===== src/sv/dqu_pkg.sv =====
// Shared types and constants for the double-ended queue unit.
package dqu_pkg;

    localparam int WORD_W = 32;
    localparam int OP_W   = 3;

    // Operation codes carried by each transfer.
    typedef enum logic [OP_W-1:0] {
        OP_PUSH_FRONT = 3'd0,
        OP_PUSH_BACK  = 3'd1,
        OP_POP_FRONT  = 3'd2,
        OP_POP_BACK   = 3'd3,
        OP_CLEAR      = 3'd4
    } t_op;

    // Command broadcast to every cell of one chain.
    typedef enum logic [1:0] {
        CELL_HOLD      = 2'd0,
        CELL_PUSH_HEAD = 2'd1,
        CELL_POP_HEAD  = 2'd2,
        CELL_PUSH_TAIL = 2'd3
    } t_cell_op;

endpackage


===== src/sv/dqu_cell.sv =====
// One storage cell of a chain: holds one word and trades it with its neighbors.
module dqu_cell #(
    parameter int W = 32
) (
    input  logic              i_clk,
    input  dqu_pkg::t_cell_op i_cmd,
    input  logic              i_at_tail,
    input  logic [W-1:0]      i_value,
    input  logic [W-1:0]      i_lo_word,
    input  logic [W-1:0]      i_hi_word,
    output logic [W-1:0]      o_word
);
    import dqu_pkg::*;

    logic [W-1:0] r_word;
    logic [W-1:0] n_word;

    always_comb begin
        n_word = r_word;
        case (i_cmd)
            CELL_PUSH_HEAD: n_word = i_lo_word;
            CELL_POP_HEAD:  n_word = i_hi_word;
            CELL_PUSH_TAIL: begin
                if (i_at_tail) begin
                    n_word = i_value;
                end
            end
            default:        n_word = r_word;
        endcase
    end

    // payload only, no reset
    always_ff @(posedge i_clk) begin
        r_word <= n_word;
    end

    assign o_word = r_word;

endmodule


===== src/sv/dqu_chain.sv =====
// Row of cells holding the queue in order from one end; cell 0 is that end.
module dqu_chain #(
    parameter int DEPTH = 16,
    parameter int W     = 32,
    parameter int CW    = 5
) (
    input  logic              i_clk,
    input  dqu_pkg::t_cell_op i_cmd,
    input  logic [W-1:0]      i_value,
    input  logic [CW-1:0]     i_count,
    output logic [W-1:0]      o_head_word
);
    import dqu_pkg::*;

    logic [W-1:0] w_word [DEPTH];

    for (genvar gi = 0; gi < DEPTH; gi++) begin : g_cell
        logic [W-1:0] w_lo;
        logic [W-1:0] w_hi;

        // cell 0 takes the new word on a head push
        if (gi == 0) begin : g_first
            assign w_lo = i_value;
        end else begin : g_mid_lo
            assign w_lo = w_word[gi-1];
        end

        // last cell keeps its word on a head pop; it falls out of range anyway
        if (gi == DEPTH - 1) begin : g_last
            assign w_hi = w_word[gi];
        end else begin : g_mid_hi
            assign w_hi = w_word[gi+1];
        end

        dqu_cell #(
            .W (W)
        ) u_cell (
            .i_clk     (i_clk),
            .i_cmd     (i_cmd),
            .i_at_tail (i_count == CW'(gi)),
            .i_value   (i_value),
            .i_lo_word (w_lo),
            .i_hi_word (w_hi),
            .o_word    (w_word[gi])
        );
    end

    assign o_head_word = w_word[0];

endmodule


===== src/sv/double_ended_queue_unit.sv =====
// Top level of the double-ended queue unit: control, count and two cell chains.
//
// Bounded double-ended queue of up to DEPTH words. Each transfer (start high
// while busy is low) carries one operation: push front, push back, pop front,
// pop back or clear. busy never rises, so a new operation can be issued in
// every clock cycle. The result of an operation appears on the o_ ports in the
// cycle after its transfer, marked by o_valid for exactly that one cycle; the
// receiver cannot stall, so it must take the result then. The words are kept
// twice, in two rows of cells: one row ordered from the front, one ordered
// from the back. A push at one end shifts its own row by one cell and writes
// the word into the first free cell of the other row; a pop at one end shifts
// its own row back and simply shortens the other. The front and back words are
// therefore always sitting in cell 0 of a row, and every cell decides its next
// value from its neighbors, the broadcast command, the shared count and i_value.
// A push on a full queue or a pop on an empty one leaves everything unchanged
// and reports refused. Codes 5 to 7 change nothing and are not refused. Word
// fields read 0 whenever the queue is empty. Stored words are kept in the low
// DATA_WIDTH bits (at most 32); higher bits of the result words are 0.
module double_ended_queue_unit #(
    parameter int DEPTH      = 16,
    parameter int DATA_WIDTH = 32,
    localparam int CW        = $clog2(DEPTH + 1)
) (
    input  logic          i_clk,
    input  logic          i_rst_n,
    input  logic          start,
    output logic          busy,
    input  logic [2:0]    i_operation,
    input  logic [31:0]   i_value,
    output logic          o_valid,
    output logic [31:0]   o_front_word,
    output logic [31:0]   o_back_word,
    output logic          o_words_valid,
    output logic [CW-1:0] o_occupancy,
    output logic          o_is_empty,
    output logic          o_is_full,
    output logic          o_refused
);
    import dqu_pkg::*;

    // stored word width, capped at the port width
    localparam int SW = (DATA_WIDTH < WORD_W) ? DATA_WIDTH : WORD_W;

    logic          w_accept;
    logic          w_empty;
    logic          w_full;
    logic [SW-1:0] w_value;
    logic [SW-1:0] w_front;
    logic [SW-1:0] w_back;

    t_cell_op      w_front_cmd;   // row ordered from the front
    t_cell_op      w_back_cmd;    // row ordered from the back

    logic [CW-1:0] r_count;
    logic [CW-1:0] n_count;
    logic          r_refused;
    logic          n_refused;
    logic          r_valid;

    // every cycle can take a transfer
    assign busy     = 1'b0;
    assign w_accept = start && !busy;
    assign w_value  = i_value[SW-1:0];
    assign w_empty  = (r_count == '0);
    assign w_full   = (r_count == CW'(DEPTH));

    // Operation decode: commands for both rows, next count and refusal.
    always_comb begin
        w_front_cmd = CELL_HOLD;
        w_back_cmd  = CELL_HOLD;
        n_count     = r_count;
        n_refused   = 1'b0;
        if (w_accept) begin
            unique case (t_op'(i_operation))
                OP_PUSH_FRONT: begin
                    if (w_full) begin
                        n_refused = 1'b1;
                    end else begin
                        w_front_cmd = CELL_PUSH_HEAD;
                        w_back_cmd  = CELL_PUSH_TAIL;
                        n_count     = r_count + CW'(1);
                    end
                end
                OP_PUSH_BACK: begin
                    if (w_full) begin
                        n_refused = 1'b1;
                    end else begin
                        w_back_cmd  = CELL_PUSH_HEAD;
                        w_front_cmd = CELL_PUSH_TAIL;
                        n_count     = r_count + CW'(1);
                    end
                end
                OP_POP_FRONT: begin
                    if (w_empty) begin
                        n_refused = 1'b1;
                    end else begin
                        // back row just gets shorter
                        w_front_cmd = CELL_POP_HEAD;
                        n_count     = r_count - CW'(1);
                    end
                end
                OP_POP_BACK: begin
                    if (w_empty) begin
                        n_refused = 1'b1;
                    end else begin
                        w_back_cmd = CELL_POP_HEAD;
                        n_count    = r_count - CW'(1);
                    end
                end
                OP_CLEAR: begin
                    n_count = '0;
                end
                default: begin
                    // unused codes: no change
                end
            endcase
        end
    end

    always_ff @(posedge i_clk) begin
        if (!i_rst_n) begin
            r_count   <= '0;
            r_refused <= 1'b0;
            r_valid   <= 1'b0;
        end else begin
            r_count <= n_count;
            r_valid <= w_accept;
            if (w_accept) begin
                r_refused <= n_refused;
            end
        end
    end

    // Both rows see the count before the operation: a tail push lands in the
    // first free cell.
    dqu_chain #(
        .DEPTH (DEPTH),
        .W     (SW),
        .CW    (CW)
    ) u_front_chain (
        .i_clk       (i_clk),
        .i_cmd       (w_front_cmd),
        .i_value     (w_value),
        .i_count     (r_count),
        .o_head_word (w_front)
    );

    dqu_chain #(
        .DEPTH (DEPTH),
        .W     (SW),
        .CW    (CW)
    ) u_back_chain (
        .i_clk       (i_clk),
        .i_cmd       (w_back_cmd),
        .i_value     (w_value),
        .i_count     (r_count),
        .o_head_word (w_back)
    );

    // Result fields come straight from registers; words read 0 when empty.
    assign o_valid       = r_valid;
    assign o_words_valid = !w_empty;
    assign o_front_word  = w_empty ? '0 : WORD_W'(w_front);
    assign o_back_word   = w_empty ? '0 : WORD_W'(w_back);
    assign o_occupancy   = r_count;
    assign o_is_empty    = w_empty;
    assign o_is_full     = w_full;
    assign o_refused     = r_refused;

endmodule


===== config.mk =====
export PLATFORM = sky130hd
export DESIGN_NAME = double_ended_queue_unit
export DESIGN_NICKNAME = d
export VERILOG_FILES = /design/src/sv/dqu_pkg.sv /design/src/sv/dqu_cell.sv /design/src/sv/dqu_chain.sv /design/src/sv/double_ended_queue_unit.sv
export SDC_FILE = /design/constraint.sdc
export NUM_CORES = 1
export LEC_CHECK = 0
export BUFFER_PORTS_ARGS = -buffer_cell sky130_fd_sc_hd__buf_2
export CAP_MARGIN = 20
export CORE_MARGIN = 5
export CORE_UTILIZATION = 45
export CTS_CLUSTER_SIZE = 25
export DETAILED_ROUTE_END_ITERATION = 6
export PLACE_DENSITY_LB_ADDON = 0.08
export SETUP_SLACK_MARGIN = 0.3
export SLEW_MARGIN = 20
export SYNTH_ARGS = -nofsm -noshare
export SYNTH_HDL_FRONTEND = slang
export SYNTH_SLANG_ARGS = --single-unit
export TNS_END_PERCENT = 1

===== constraint.sdc =====
create_clock -name i_clk -period 6.3 [get_ports i_clk]
set_input_delay 0 -clock i_clk [delete_from_list [all_inputs] [get_ports i_clk]]
set_output_delay 0 -clock i_clk [all_outputs]
set_load 0.005 [all_outputs]

==> tab_implementation.tex <==
\begin{tabular}{lr}
\hline
Metric & Value \\
\hline
\multicolumn{2}{l}{\textbf{Placed design}} \\
\quad Placed Cells & 3779 \\
\quad Worst setup timing slack at the placement stage & 1.380 ns \\
\quad Final GP Congestion & 0.7688 \\
\quad Port Buffers & 111 \\
\quad Total half-perimeter wirelength after legalization and detailed placement & 63.19 mm \\
\multicolumn{2}{l}{\textbf{Detailed routing}} \\
\quad Total number of vias & 27700 \\
\quad DR iter-0 viols & approximately 3200 \\
\quad Final routed wire length divided by cell count & approximately 30 µm \\
\quad Via count normalized by instance count & 6.864 \\
\quad Number of nets with antenna violations after detailed routing & 0 \\
\quad Post-detailed-routing wire length & around 120 mm \\
\quad Count of TritonRoute iterations in the first routing pass & 6 \\
\quad Number of DRC violations after detailed routing & 0 \\
\multicolumn{2}{l}{\textbf{Pwr}} \\
\quad VDD IR-drop max & 0.2473 mV \\
\quad Total design power & $\sim$17 mW \\
\quad Static leakage & 16.53 nW \\
\quad Pwr per Cell Area & about 330 nW/µm² \\
\multicolumn{2}{l}{\textbf{Synth}} \\
\quad Share of Yosys cell area claimed by the top area cell type & 69.56\% \\
\quad Total number of yosys warnings & 0 \\
\quad Synth async-reset ratio & 0\% \\
\quad Leading cell types by total area after synthesis & sky130\_fd\_sc\_hd\_\_edfxtp\_1, sky130\_fd\_sc\_hd\_\_a221o\_1, sky130\_fd\_sc\_hd\_\_mux2\_2 \\
\quad Post-synth EDFFs & 1024 \\
\quad Mean instance size in the synthesized netlist & 16.85 µm² \\
\quad Count of cell types in the netlist & 46 \\
\quad Main flop type after synthesis & sky130\_fd\_sc\_hd\_\_edfxtp\_1 \\
\quad Number of instances in the synthesized netlist & 2623 \\
\quad Commonest cells in the synthesized netlist & sky130\_fd\_sc\_hd\_\_edfxtp\_1, sky130\_fd\_sc\_hd\_\_a221o\_1, sky130\_fd\_sc\_hd\_\_clkbuf\_1, sky130\_fd\_sc\_hd\_\_mux2\_2, sky130\_fd\_sc\_hd\_\_buf\_2 \\
\quad Most instantiated library cell after synthesis & sky130\_fd\_sc\_hd\_\_edfxtp\_1 \\
\quad Portion of the post-synthesis area used by sequential elements & between 60\% and 70\% \\
\quad Post-Syn Nets & roughly 2700 \\
\quad Cell area after technology mapping & 44210 µm² \\
\quad Cell accounting for the most synthesized area & sky130\_fd\_sc\_hd\_\_edfxtp\_1 \\
\quad Number of storage elements in the synthesis netlist & roughly 1000 \\
\multicolumn{2}{l}{\textbf{Setup path}} \\
\quad Worst EP required & 6.71 ns \\
\quad Worst-path maximum fanout & around 150 \\
\quad Buf+Inv Stages, Crit Path & 4 \\
\quad Largest stage delay on the critical path & 0.88 ns \\
\quad Arrival time at the worst endpoint & 5.34 ns \\
\quad Worst setup EP type & flop \\
\quad Cell family with the largest share of critical-path delay & simple AND/OR/NAND/NOR gates \\
\quad Setup Crit Path Kind & flop to flop \\
\quad Critical Path Slowest Stage Cell & sky130\_fd\_sc\_hd\_\_or4b\_4 \\
\quad Crit-path cells & inv\_1, ha\_1, or4b\_4, nand3\_1, o21ai\_1, and2\_1, ha\_4, buf\_4, nor2\_4, buf\_12, buf\_16, a221o\_1 \\
\quad Element type at the critical path start & flop \\
\multicolumn{2}{l}{\textbf{STA}} \\
\quad Max Clk Rate & a little over 0.2 GHz \\
\quad Count of final hold-check violations & 0 \\
\quad Slew at the pin with the worst max-slew slack & 1.031 ns \\
\quad Sum of negative setup slack & 0 ns \\
\quad Relative slew margins & a little over 30\% \\
\quad Final hold slack & $\sim$0.19 ns \\
\quad Shortest period the worst path allows & 4.930 ns \\
\quad Setup violations, final & 0 \\
\quad Part of the cycle the worst path needs & 78.25\% \\
\quad Unrepaired setup endpoints after global routing & false \\
\quad Final number of max-transition violations & 0 \\
\quad Final worst setup slack & 1.370 ns \\
\quad Clock skew & between 0.03 and 0.04 ns \\
\multicolumn{2}{l}{\textbf{Floorplanning}} \\
\quad Width of the die & 323.4 µm \\
\quad Die area & 104600 µm² \\
\quad Vert. Die Dim & between 300 and 400 µm \\
\quad Core ar. & 97990 µm² \\
\quad Effective utilization at floorplan & 45.12\% \\
\quad I/O pin count & between 100 and 150 \\
\quad Standard-cell rows & approximately 120 \\
\multicolumn{2}{l}{\textbf{Clocking}} \\
\quad Number of buffers inserted during clock tree synthesis & roughly 110 \\
\quad Worst-Skew Late Latency & around 0.70 ns \\
\quad CTS Sinks & 1031 \\
\quad Hold buffer count at CTS & 43 \\
\quad CTS resizes & 0 \\
\quad Htree depth & 3 \\
\quad TritonCTS clock tree & built \\
\quad Total setup buffers inserted after CTS & 0 \\
\quad Cell at the root of the clock tree & sky130\_fd\_sc\_hd\_\_clkbuf\_16 \\
\quad Clk pin slew, worst setup/hold paths & 0.06 ns \\
\quad Clock Tree Buf Depth & 3 \\
\multicolumn{2}{l}{\textbf{Layout}} \\
\quad Layout fillers & 7950 \\
\quad Area of the multi-input gates & 12380 µm² \\
\quad Synth-to-Final Area Change & 13.09\% \\
\quad Number of non-filler instances in the completed layout & around 4000 \\
\quad Fraction of final layout cells sized beyond drive strength 1 & 18.00\% \\
\quad Sequential cell area & 30890 µm² \\
\quad Layout net count & 2700 \\
\multicolumn{2}{l}{\textbf{Run status}} \\
\quad Status & finished clean \\
\multicolumn{2}{l}{\textbf{GRT}} \\
\quad GRT Residual Overflow & 0 \\
\quad Number of global-route vias before repair & 26670 \\
\quad Pin count of the biggest net entering global routing & 267 \\
\quad GRT Overall Usage & a little over a fifth \\
\quad First-pass GRT wire length & 173.0 mm \\
\quad Initial antenna violation count & 10 \\
\multicolumn{2}{l}{\textbf{Flow run}} \\
\quad Number of maximum-capacitance constraint violations & 0 \\
\multicolumn{2}{l}{\textbf{Worst hold path}} \\
\quad Min-Delay Path Class & primary input to flop \\
\hline
\end{tabular}
[registers in the layout (all words and copies together), names as in the netlist]
register                            flops
o_occupancy                             5
o_refused                               1
o_valid                                 1
u_back_chain.g_cell.u_cell.o_word     512
u_front_chain.g_cell.u_cell.o_word    512
[tightest hold or removal path, stage by stage]
cell and delay (ns):
sky130_fd_sc_hd__dlygate4sd3_1 0.53, sky130_fd_sc_hd__buf_2 0.16, sky130_fd_sc_hd__o221a_1 0.11
[cells in the final DEF, fill, tap and decap left out, types with 3 or more instances in the layout]
| cell | netlist | layout |
|---|---|---|
| sky130_fd_sc_hd__o21ai_0 | 29 | 3 |
| sky130_fd_sc_hd__nand2b_1 | 3 | 3 |
| sky130_fd_sc_hd__nor2_1 | 11 | 9 |
| sky130_fd_sc_hd__and2_0 | 64 | 64 |
| sky130_fd_sc_hd__clkbuf_1 | 192 | 23 |
| sky130_fd_sc_hd__clkinv_1 | 0 | 33 |
| sky130_fd_sc_hd__edfxtp_1 | 1024 | 1024 |
| sky130_fd_sc_hd__a21oi_1 | 3 | 3 |
| sky130_fd_sc_hd__a221o_1 | 896 | 896 |
| sky130_fd_sc_hd__and2_1 | 65 | 65 |
| sky130_fd_sc_hd__bufinv_16 | 0 | 8 |
| sky130_fd_sc_hd__ha_4 | 0 | 4 |
| sky130_fd_sc_hd__nand3_1 | 8 | 8 |
| sky130_fd_sc_hd__buf_4 | 1 | 49 |
| sky130_fd_sc_hd__buf_12 | 0 | 9 |
| sky130_fd_sc_hd__ha_1 | 12 | 8 |
| sky130_fd_sc_hd__clkbuf_16 | 0 | 113 |
| sky130_fd_sc_hd__nor3_1 | 3 | 3 |
| sky130_fd_sc_hd__nand2_2 | 0 | 4 |
| sky130_fd_sc_hd__diode_2 | 0 | 3 |
| sky130_fd_sc_hd__dlygate4sd3_1 | 0 | 43 |
| sky130_fd_sc_hd__o21ai_4 | 0 | 26 |
| sky130_fd_sc_hd__inv_1 | 10 | 10 |
| sky130_fd_sc_hd__buf_2 | 97 | 111 |
| sky130_fd_sc_hd__dfxtp_1 | 7 | 7 |
| sky130_fd_sc_hd__clkinv_8 | 0 | 4 |
| sky130_fd_sc_hd__nand2_1 | 28 | 24 |
| sky130_fd_sc_hd__mux2_2 | 130 | 130 |
| sky130_fd_sc_hd__clkinv_2 | 1 | 24 |
[cell type report]
type	instances	area share, %
sequential	1031	61.78
multi-input combinational	1281	24.77
clock buffer	136	5.829
tap	1287	3.221
timing repair buffer	213	3.123
clock inverter	73	1.171
inverter	11	0.08509
antenna	3	0.01502
[worst paths after layout]
kind,startpoint,end,slack (ns),depth (start not counted)
setup / recovery,o_occupancy[0],u_back_chain.g_cell[5].u_cell.o_word[29],1.37,12
hold / removal,i_rst_n,o_occupancy[2],0.19,3
setup reg to reg,o_occupancy[0],u_back_chain.g_cell[5].u_cell.o_word[29],1.37,12
hold reg to reg,o_refused,o_refused,0.52,2
[cells by family after synthesis]
logic type / Yosys count / synth area share, %
fa+ha+maj: 12 / 0.3396
buf+inv: 311 / 2.944
simple gates: 194 / 2.559
xor+xnor: 1 / 0.01982
mux: 131 / 3.334
flops: 1031 / 69.87
compound gates: 942 / 20.92
other cells: 1 / 0.008483
[metrics by stage]
stage,cell area (µm²),util (%)
finish,50000,51.02
global route,49990,51.01
CTS,49960,50.99
detailed placement,46030,46.98
global placement,46030,46.98
floorplan,44210,-
[layer usage]
| layer | global-route usage [%] | share of wire, % | up-vias |
|---|---|---|---|
| met5 | 0 | 0 | - |
| met4 | 5.182 | 2.2 | 0 |
| met3 | 3.241 | 5.9 | 159 |
| met2 | 33.95 | 46 | 1202 |
| met1 | 31.64 | 45 | 14610 |
| li1 | - | - | 11720 |
[power breakdown]
group / internal (mW) / switching (mW)
Clock: 3.61 / 2.73
Sequential: 8.25 / 0.274
Combinational: 0.683 / 0.995
Total: 12.5 / 3.99
Note: power is estimated with default switching activity, not from simulation.
